<file path="src/hdl/semtab_pkg.sv">
// shared types and constants of the semaphore table
package semtab_pkg;

   localparam int NUM_SEMAPHORES_DEF = 8;
   localparam int NUM_PROCESSES_DEF  = 16;

   localparam int PID_W   = 4;
   localparam int KEY_W   = 15;
   localparam int COUNT_W = 16;

   localparam logic [COUNT_W-1:0] COUNT_MAX = '1;

   typedef enum logic [1:0] {
      FUNC_OPEN  = 2'd0,
      FUNC_CLOSE = 2'd1,
      FUNC_WAIT  = 2'd2,
      FUNC_POST  = 2'd3
   } func_type;

   typedef enum logic [1:0] {
      ST_OK      = 2'd0,
      ST_INVAL   = 2'd1,
      ST_FULL    = 2'd2,
      ST_BLOCKED = 2'd3
   } status_type;

   typedef struct packed {
      func_type           func;
      logic [PID_W-1:0]   caller_pid;
      logic signed [15:0] sem_key;
      logic signed [15:0] initial_count;
   } req_type;

   typedef struct packed {
      status_type         status;
      logic [KEY_W-1:0]   ret_value;
      logic               woke_valid;
      logic [PID_W-1:0]   woke_pid;
   } rsp_type;

endpackage

</file>
<file path="src/hdl/semtab_waitq.sv">
// waiter fifo storage, one ring of slots per table entry
module semtab_waitq import semtab_pkg::*; #(
   parameter int NUM_SEMAPHORES = NUM_SEMAPHORES_DEF,
   parameter int NUM_PROCESSES  = NUM_PROCESSES_DEF,
   localparam int DEPTH  = NUM_SEMAPHORES * NUM_PROCESSES,
   localparam int ADDR_W = $clog2(DEPTH)
) (
   input  logic              clock,
   input  logic              wr_en,
   input  logic [ADDR_W-1:0] wr_addr,
   input  logic [PID_W-1:0]  wr_pid,
   input  logic              rd_en,
   input  logic [ADDR_W-1:0] rd_addr,
   output logic [PID_W-1:0]  rd_pid
);

   logic [PID_W-1:0] mem [DEPTH];
   logic [PID_W-1:0] rd_pid_ff;

   always_ff @(posedge clock) begin
      if (wr_en) begin
         mem[wr_addr] <= wr_pid;
      end
   end

   always_ff @(posedge clock) begin
      if (rd_en) begin
         rd_pid_ff <= mem[rd_addr];
      end
   end

   assign rd_pid = rd_pid_ff;

endmodule

</file>
<file path="src/hdl/semtab_table.sv">
// semaphore entry registers, key lookup and per-transaction update
module semtab_table import semtab_pkg::*; #(
   parameter int NUM_SEMAPHORES = NUM_SEMAPHORES_DEF,
   parameter int NUM_PROCESSES  = NUM_PROCESSES_DEF,
   localparam int DEPTH  = NUM_SEMAPHORES * NUM_PROCESSES,
   localparam int ADDR_W = $clog2(DEPTH)
) (
   input  logic              clock,
   input  logic              reset,
   input  logic              item_valid,
   input  req_type           item,
   output logic              early_valid,
   output rsp_type           early,
   output logic              wr_en,
   output logic [ADDR_W-1:0] wr_addr,
   output logic [PID_W-1:0]  wr_pid,
   output logic              rd_en,
   output logic [ADDR_W-1:0] rd_addr
);

   localparam int IDX_W = (NUM_SEMAPHORES > 1) ? $clog2(NUM_SEMAPHORES) : 1;
   localparam int PTR_W = $clog2(NUM_PROCESSES);
   localparam int TOT_W = $clog2(NUM_PROCESSES + 1);

   logic [NUM_SEMAPHORES-1:0] valid_ff;
   logic [KEY_W-1:0]          key_ff   [NUM_SEMAPHORES];
   logic [COUNT_W-1:0]        count_ff [NUM_SEMAPHORES];
   logic [NUM_PROCESSES-1:0]  mask_ff  [NUM_SEMAPHORES];
   logic [PTR_W-1:0]          head_ff  [NUM_SEMAPHORES];
   logic [PTR_W-1:0]          tail_ff  [NUM_SEMAPHORES];
   logic [TOT_W-1:0]          total_ff [NUM_SEMAPHORES];

   logic                     key_neg, init_neg, pid_ok;
   logic [KEY_W-1:0]         key;
   logic [NUM_PROCESSES-1:0] pid_bit;
   logic                     hit_any, free_any;
   logic [IDX_W-1:0]         hit_idx, free_idx, tgt;
   logic                     valid_sel;
   logic [COUNT_W-1:0]       count_sel;
   logic [NUM_PROCESSES-1:0] mask_sel;
   logic [PTR_W-1:0]         head_sel, tail_sel;
   logic [TOT_W-1:0]         total_sel;
   logic [ADDR_W-1:0]        base;

   logic                     upd;
   logic                     valid_in;
   logic [KEY_W-1:0]         key_in;
   logic [COUNT_W-1:0]       count_in;
   logic [NUM_PROCESSES-1:0] mask_in;
   logic [PTR_W-1:0]         head_in, tail_in;
   logic [TOT_W-1:0]         total_in;

   function automatic logic [PTR_W-1:0] ptr_next(input logic [PTR_W-1:0] p);
      return (p == PTR_W'(NUM_PROCESSES - 1)) ? '0 : p + 1'b1;
   endfunction

   assign key_neg  = item.sem_key[15];
   assign init_neg = item.initial_count[15];
   assign key      = item.sem_key[KEY_W-1:0];
   assign pid_ok   = (int'(item.caller_pid) < NUM_PROCESSES);
   assign pid_bit  = {{(NUM_PROCESSES-1){1'b0}}, 1'b1} << item.caller_pid;

   // key match, at most one entry hits
   always_comb begin
      hit_any = 1'b0;
      hit_idx = '0;
      for (int i = 0; i < NUM_SEMAPHORES; i++) begin
         if (valid_ff[i] && (key_ff[i] == key)) begin
            hit_any = 1'b1;
            hit_idx = IDX_W'(i);
         end
      end
   end

   // lowest free entry
   always_comb begin
      free_any = 1'b0;
      free_idx = '0;
      for (int i = NUM_SEMAPHORES - 1; i >= 0; i--) begin
         if (!valid_ff[i]) begin
            free_any = 1'b1;
            free_idx = IDX_W'(i);
         end
      end
   end

   assign tgt       = hit_any ? hit_idx : free_idx;
   assign valid_sel = valid_ff[tgt];
   assign count_sel = count_ff[tgt];
   assign mask_sel  = mask_ff[tgt];
   assign head_sel  = head_ff[tgt];
   assign tail_sel  = tail_ff[tgt];
   assign total_sel = total_ff[tgt];
   assign base      = ADDR_W'(tgt) * ADDR_W'(NUM_PROCESSES);

   assign wr_addr     = base + ADDR_W'(tail_sel);
   assign rd_addr     = base + ADDR_W'(head_sel);
   assign wr_pid      = item.caller_pid;
   assign early_valid = item_valid;

   always_comb begin
      upd      = 1'b0;
      valid_in = valid_sel;
      key_in   = key_ff[tgt];
      count_in = count_sel;
      mask_in  = mask_sel;
      head_in  = head_sel;
      tail_in  = tail_sel;
      total_in = total_sel;
      wr_en    = 1'b0;
      rd_en    = 1'b0;
      early    = '{status: ST_INVAL, ret_value: '0, woke_valid: 1'b0, woke_pid: '0};
      if (item_valid && !key_neg && pid_ok) begin
         case (item.func)
            FUNC_OPEN: begin
               if (!init_neg) begin
                  if (hit_any) begin
                     upd             = 1'b1;
                     mask_in         = mask_sel | pid_bit;
                     early.status    = ST_OK;
                     early.ret_value = key;
                  end else if (free_any) begin
                     // allocate a fresh entry
                     upd             = 1'b1;
                     valid_in        = 1'b1;
                     key_in          = key;
                     count_in        = $unsigned(item.initial_count);
                     mask_in         = pid_bit;
                     head_in         = '0;
                     tail_in         = '0;
                     total_in        = '0;
                     early.status    = ST_OK;
                     early.ret_value = key;
                  end else begin
                     early.status = ST_FULL;
                  end
               end
            end
            default: begin
               if (hit_any && ((mask_sel & pid_bit) != '0)) begin
                  case (item.func)
                     FUNC_CLOSE: begin
                        upd     = 1'b1;
                        mask_in = mask_sel & ~pid_bit;
                        if ((mask_in == '0) && (total_sel == '0)) begin
                           valid_in = 1'b0;
                        end
                        early.status = ST_OK;
                     end
                     FUNC_WAIT: begin
                        if (count_sel != '0) begin
                           upd          = 1'b1;
                           count_in     = count_sel - 1'b1;
                           early.status = ST_OK;
                        end else if (total_sel == TOT_W'(NUM_PROCESSES)) begin
                           early.status = ST_FULL;
                        end else begin
                           upd          = 1'b1;
                           wr_en        = 1'b1;
                           tail_in      = ptr_next(tail_sel);
                           total_in     = total_sel + 1'b1;
                           early.status = ST_BLOCKED;
                        end
                     end
                     FUNC_POST: begin
                        if (total_sel != '0) begin
                           upd              = 1'b1;
                           rd_en            = 1'b1;
                           head_in          = ptr_next(head_sel);
                           total_in         = total_sel - 1'b1;
                           early.woke_valid = 1'b1;
                        end else if (count_sel != COUNT_MAX) begin
                           upd      = 1'b1;
                           count_in = count_sel + 1'b1;
                        end
                        early.status = ST_OK;
                     end
                     default: begin
                        early.status = ST_INVAL;
                     end
                  endcase
               end
            end
         endcase
      end
   end

   always_ff @(posedge clock) begin
      if (reset) begin
         valid_ff <= '0;
         for (int i = 0; i < NUM_SEMAPHORES; i++) begin
            mask_ff[i]  <= '0;
            head_ff[i]  <= '0;
            tail_ff[i]  <= '0;
            total_ff[i] <= '0;
         end
      end else if (upd) begin
         valid_ff[tgt] <= valid_in;
         mask_ff[tgt]  <= mask_in;
         head_ff[tgt]  <= head_in;
         tail_ff[tgt]  <= tail_in;
         total_ff[tgt] <= total_in;
      end
   end

   always_ff @(posedge clock) begin
      if (upd) begin
         key_ff[tgt]   <= key_in;
         count_ff[tgt] <= count_in;
      end
   end

   // an entry with queued waiters is never freed
   a_waiters_keep_entry: assert property (@(posedge clock) disable iff (reset)
      (total_sel != '0) |-> valid_sel)
      else $error("entry with waiters is not valid");

   // empty or full ring has head and tail together
   a_ring_pointers: assert property (@(posedge clock) disable iff (reset)
      ((total_sel == '0) || (total_sel == TOT_W'(NUM_PROCESSES))) |-> (head_sel == tail_sel))
      else $error("waiter ring pointers out of step with fill");

endmodule

</file>
<file path="src/hdl/semtab_resp.sv">
// result register, merges the woken process number from the waiter storage
module semtab_resp import semtab_pkg::*; (
   input  logic             clock,
   input  logic             reset,
   input  logic             early_valid,
   input  rsp_type          early,
   input  logic [PID_W-1:0] rd_pid,
   output logic             rsp_strobe,
   output rsp_type          rsp_item
);

   logic    rsp_valid_ff;
   rsp_type rsp_ff;

   always_ff @(posedge clock) begin
      if (reset) begin
         rsp_valid_ff <= 1'b0;
      end else begin
         rsp_valid_ff <= early_valid;
      end
   end

   always_ff @(posedge clock) begin
      if (early_valid) begin
         rsp_ff <= early;
      end
   end

   always_comb begin
      rsp_item          = rsp_ff;
      rsp_item.woke_pid = rsp_ff.woke_valid ? rd_pid : '0;
   end

   assign rsp_strobe = rsp_valid_ff;

   a_woke_is_ok: assert property (@(posedge clock) disable iff (reset)
      (rsp_valid_ff && rsp_ff.woke_valid) |-> (rsp_ff.status == ST_OK))
      else $error("woken process reported with non-ok status");

endmodule

</file>
<file path="src/hdl/counting_semaphore_table.sv">
// top level of the counting semaphore table
//
// user notes: the block keeps a table of counting semaphores addressed by a
// 15-bit key, each with a count, a mask of opener processes and a ring of
// waiting process numbers. one transaction (open, close, wait or post) is
// taken per clock whenever start is high and busy is low; busy is high only
// while reset is held and until its register next samples reset low. every
// transaction gives exactly one result, in order: the transaction is
// registered, the key compare over all entries and the update of the one
// selected entry happen in the next cycle, and the result leaves from the
// output register with rsp_strobe high for a single cycle. the receiver
// cannot stall, and none is needed, since the output register is refilled
// at the same rate as transactions arrive. a post that releases a waiter
// reads the waiter ring memory in the update cycle; its registered read data
// is the woken process number shown with the result. sustained rate is one
// transaction per clock while busy is low, since the key compare, the entry
// update and the one read or write of the waiter memory all take place in
// the same cycle. the entry table needs no clearing pass after reset: valid
// bits, opener masks and ring pointers reset at once.
module counting_semaphore_table import semtab_pkg::*; #(
   parameter int NUM_SEMAPHORES = NUM_SEMAPHORES_DEF,
   parameter int NUM_PROCESSES  = NUM_PROCESSES_DEF
) (
   input  logic    clock,
   input  logic    reset,
   input  logic    start,
   output logic    busy,
   input  req_type req_item,
   output logic    rsp_strobe,
   output rsp_type rsp_item
);

   localparam int DEPTH  = NUM_SEMAPHORES * NUM_PROCESSES;
   localparam int ADDR_W = $clog2(DEPTH);

   logic    busy_ff;
   logic    accept;
   logic    item_valid_ff;
   req_type item_ff;

   logic              early_valid;
   rsp_type           early;
   logic              wr_en, rd_en;
   logic [ADDR_W-1:0] wr_addr, rd_addr;
   logic [PID_W-1:0]  wr_pid, rd_pid;

   // held busy only around reset
   always_ff @(posedge clock) begin
      if (reset) begin
         busy_ff <= 1'b1;
      end else begin
         busy_ff <= 1'b0;
      end
   end

   assign busy   = busy_ff;
   assign accept = start && !busy_ff;

   // input register
   always_ff @(posedge clock) begin
      if (reset) begin
         item_valid_ff <= 1'b0;
      end else begin
         item_valid_ff <= accept;
      end
   end

   always_ff @(posedge clock) begin
      if (accept) begin
         item_ff <= req_item;
      end
   end

   // lookup and single-entry update
   semtab_table #(
      .NUM_SEMAPHORES (NUM_SEMAPHORES),
      .NUM_PROCESSES  (NUM_PROCESSES)
   ) u_table (
      .clock       (clock),
      .reset       (reset),
      .item_valid  (item_valid_ff),
      .item        (item_ff),
      .early_valid (early_valid),
      .early       (early),
      .wr_en       (wr_en),
      .wr_addr     (wr_addr),
      .wr_pid      (wr_pid),
      .rd_en       (rd_en),
      .rd_addr     (rd_addr)
   );

   // waiter rings, read data lands with the result register
   semtab_waitq #(
      .NUM_SEMAPHORES (NUM_SEMAPHORES),
      .NUM_PROCESSES  (NUM_PROCESSES)
   ) u_waitq (
      .clock   (clock),
      .wr_en   (wr_en),
      .wr_addr (wr_addr),
      .wr_pid  (wr_pid),
      .rd_en   (rd_en),
      .rd_addr (rd_addr),
      .rd_pid  (rd_pid)
   );

   // output register
   semtab_resp u_resp (
      .clock       (clock),
      .reset       (reset),
      .early_valid (early_valid),
      .early       (early),
      .rd_pid      (rd_pid),
      .rsp_strobe  (rsp_strobe),
      .rsp_item    (rsp_item)
   );

   // every transaction gives one result, through the input and output registers
   a_one_result_per_transaction: assert property (@(posedge clock) disable iff (reset)
      rsp_strobe == $past(accept, 2))
      else $error("result strobe does not match accepted transaction");

endmodule
</file>
<file path="config.mk">
export PLATFORM = sky130hd
export DESIGN_NAME = counting_semaphore_table
export DESIGN_NICKNAME = d
export VERILOG_FILES = /design/src/hdl/semtab_pkg.sv /design/src/hdl/semtab_waitq.sv /design/src/hdl/semtab_table.sv /design/src/hdl/semtab_resp.sv /design/src/hdl/counting_semaphore_table.sv
export SDC_FILE = /design/constraint.sdc
export NUM_CORES = 2
export LEC_CHECK = 0
export ABC_CLOCK_PERIOD_IN_PS = 13900
export CAP_MARGIN = 20
export CORE_ASPECT_RATIO = 2
export CORE_UTILIZATION = 49
export DETAILED_ROUTE_END_ITERATION = 8
export DONT_BUFFER_PORTS = 1
export PLACE_DENSITY = 0.64
export SYNTH_ARGS = -nofsm -noshare
export SYNTH_HDL_FRONTEND = slang
export SYNTH_SLANG_ARGS = --single-unit
</file>
<file path="constraint.sdc">
create_clock -name clock -period 13.9 [get_ports clock]
set_input_delay 1.39 -clock clock [delete_from_list [all_inputs] [get_ports clock]]
set_output_delay 1.39 -clock clock [all_outputs]
set_load 0.02 [all_outputs]
</file>
==> flow_summary.yaml <==
setup_path:
  max_stage_delay_ps: 1010
  path_class: "reg2reg"
  crit_top_cell: "buf_4"
  crit_required_ps: 14260
  worstPathMaxFanout: 36
  cp_slowest_cell: "nand3_1"
  startpoint_type: "flop"
  cp-end-kind: "flop"
  path_cells: "xnor2_1, nand4_1, or4_1, o41a_1, a41o_1, o21ai_4, buf_4, buf_4, mux2_2, a2111o_1, nor4_2, and4_1, and3_4, nand2_1, nor3_2, nand3_1, nor2_1"
  worstPathArrival_ps: 9400
synth:
  synth-simple-area-share_pct: 15.0
  yosysWarnings: 0
  ys_seq_elements: 1063
  synthFlopType: "edfxtp_1"
  synth.distinct_cells: 108
  synth_edf_count: 1052
  synthArstFlopShare_pct: 0
  postSynthAreaPerCell_um2: 12.9
  syn_nets: 3656
  synthXorXnorAreaFrac_pct: 2.35
  netlist_instances: 3608
  netlist_area_um2: 46500
  synth_top_area_share_pct: 67.9
  synth.area.mux_share_pct: 2.95
  yosysSeqAreaShare_pct: 68.4
  synth_top_cell_by_area: "edfxtp_1"
  synth-compound-area-share_pct: 8.37
  synthAdderAreaFrac_pct: 0.188
  yosys-top-cells-area: "edfxtp_1 68%, nand2_1 4.2%, nor2_1 3.5%"
  synth_top_family_by_area: "simple AND/OR/NAND/NOR gates"
placement:
  place_ws_ps: 5030
  placed_cell_area_um2: 47800
  dp_hpwl_mm: 101
  port_buffers: 0
  gp_congestion: 0.965
grt:
  overflow: 0
  track_usage_pct: 31.3
  grt_pass1_vias: 31400
  antenna_found_initial: 1
  grt_max_degree: 142
  grt_pass1_wl_mm: 212
final_layout:
  fin_area_um2: 50600
  layout-drive-gt1-share_pct: 8.83
  area_growth_pct: 8.80
  nets: 3621
  n_fill_cell: 7990
timing:
  setup_viol: 0
  maxClockFrequency_mhz: 111
  timing.final.crit_period_ps: 9040
  worstMarginPinSlew_ps: 1260
  drv_slew: 0
  setup_ws_ps: 4860
  slew-limit-headroom_pct: 16.0
  hold_viol_final: 0
  final.setup.tns_ps: 0
  finClkSkew_ps: 42.6
  rsz0062_at_grt: "false"
  timing.final.crit_share_pct: 65.1
floorplan:
  coreArea_um2: 93900
  die_x_um: 220
  initial_core_util_pct: 49.5
  ios: 65
  dieHeight_um: 438
  die_area_um2: 96200
  rows: 159
route:
  routedWlPerCell_um: 31.0
  viasPerCell: 6.43
  drtAntennaViolNets: 0
  routed_wl_mm: 150
  via_count: 31200
  drtIter0Drc: 3020
  dr.pass1.iters: 9
  drc_errors: 4
cts:
  cts_buffer_depth: 3
  post_cts_buffers: 0
  cts_hold_buf: 0
  clkLatencyLatePin_ps: 730
  cts_tree: "done"
  ctsResizeCount: 0
  htree_levels: 3
  clockRootBuffer: "clkbuf_16"
  cts.sinks: 1063
  cts.reportedPaths.clkPinSlew_ps: 70
  cts_buffers: 88
run_status:
  status: "finished, violations left"
  violations: "design-rule violations"
flow_run:
  maxCapViolCount: 0
power_and_ir_drop:
  peakVddDrop_mv: 0.135
  p_leak_nw: 16.4
  p_per_area_nw_per_um2: 124
min_path:
  hold_path.class: "reg2reg"
-- worst max-delay path: cells and delay by family (launching register included) --
kind            cells  cell delay [ps]
mux                 1              400
xor+xnor            1              700
compound gates      4             1370
flops               1              670
buf+inv             2             1020
simple gates        9             4420
-- cell usage in the layout (no fill, tap or decap), types with 9 or more instances in the layout --
cell,Yosys,layout
nor2_1,439,429
a211o_1,10,10
o21ai_0,45,45
a21boi_0,9,9
nor3_1,33,33
nand4_1,98,98
and2_1,33,31
a31oi_1,47,47
a32oi_1,17,17
clkbuf_16,0,89
or4_1,19,19
inv_1,28,28
nand2_1,526,526
a2111oi_0,10,10
dfxtp_1,11,11
clkinv_1,1,17
edfxtp_1,1052,1052
a22oi_1,49,49
a221oi_1,18,18
o211ai_1,16,16
nor4_1,30,29
clkbuf_1,73,14
mux2i_1,128,128
a311oi_1,9,9
a222oi_1,15,15
a21oi_1,87,84
o2111ai_1,17,17
nor2b_1,11,10
nand3_1,213,213
and3_1,38,38
buf_4,17,81
o22a_1,11,11
a211oi_1,10,10
clkinv_2,0,15
a22o_1,16,16
nand2b_1,17,10
xnor2_1,122,122
-- stage by stage --
step	cells	utilization (%)	hold slack (ps)	power, mW
floorplan	3608	-	484	3.75
global placement	4685	50.8	481	3.84
detailed placement	4687	50.9	514	3.84
CTS	4849	53.9	528	6.28
global route	4852	53.9	550	6.40
finish	4853	53.9	526	6.28
-- cell families after synthesis --
kind of cell,after synthesis
compound gates,507
xor+xnor,125
fa+ha+maj,7
buf+inv,249
flops,1063
mux,136
simple gates,1521
-- area by class of cell --
class	instances	area [µm²]	share of cell area (%)
sequential	1063	31800	62.9
multi-input combinational	2296	13600	26.8
clock buffer	104	2290	4.53
tap	1207	1510	2.98
timing repair buffer	87	731	1.44
clock inverter	58	527	1.04
inverter	37	146	0.289
antenna	1	2.50	0.00494
-- path summary, 6_finish.rpt --
path | from | endpoint | slack (ps) | depth (start not counted)
min reg2reg | item_ff[28] | u_table.key_ff[4][12] | 530 | 0
min | item_ff[28] | u_table.key_ff[4][12] | 530 | 0
max | item_ff[16] | u_waitq.mem[14][0] | 4860 | 17
max reg2reg | item_ff[16] | u_waitq.mem[14][0] | 4860 | 17
-- cell usage after synthesis, types with 17 or more instances --
library cell,n
nand2b_1,17
or4_1,19
nor2_1,439
o21ai_0,45
edfxtp_1,1052
buf_2,84
inv_1,28
a21oi_1,87
a221oi_1,18
nand2_1,526
o2111ai_1,17
a31oi_1,47
mux2i_1,128
nor4_1,30
a22oi_1,49
nor3_1,33
a32oi_1,17
nand3_1,213
and3_1,38
xnor2_1,122
buf_4,17
and2_1,33
nand4_1,98
buf_6,22
clkbuf_1,73
-- state kept, by name, indices dropped and copies added (netlist names) --
name and count:
u_table.head_ff 32, u_table.key_ff 120, u_table.tail_ff 32, u_table.count_ff 128
u_table.mask_ff 128, item_ff 38, u_table.valid_ff 8, u_table.total_ff 40
u_resp.rsp_item 18, busy 1, item_valid_ff 1, u_waitq.mem 512
u_resp.rsp_strobe 1, u_waitq.rd_pid 4
-- power breakdown --
group          internal [mW]  switching, mW  total [mW]
clock                   1.31           1.19        2.50
sequential              3.53         0.0222        3.56
combinational         0.0517          0.165       0.216
total                   4.89           1.38        6.28
-- routing by layer --
metal	vias to the layer above	track usage, %	part of all wire, %
met5	-	0	0
met1	15600	31.5	32
met4	0	24.3	8.8
li1	13500	-	-
met2	1515	57.1	54
met3	554	4.44	6.0
Note: power is estimated with default switching activity, not from simulation.
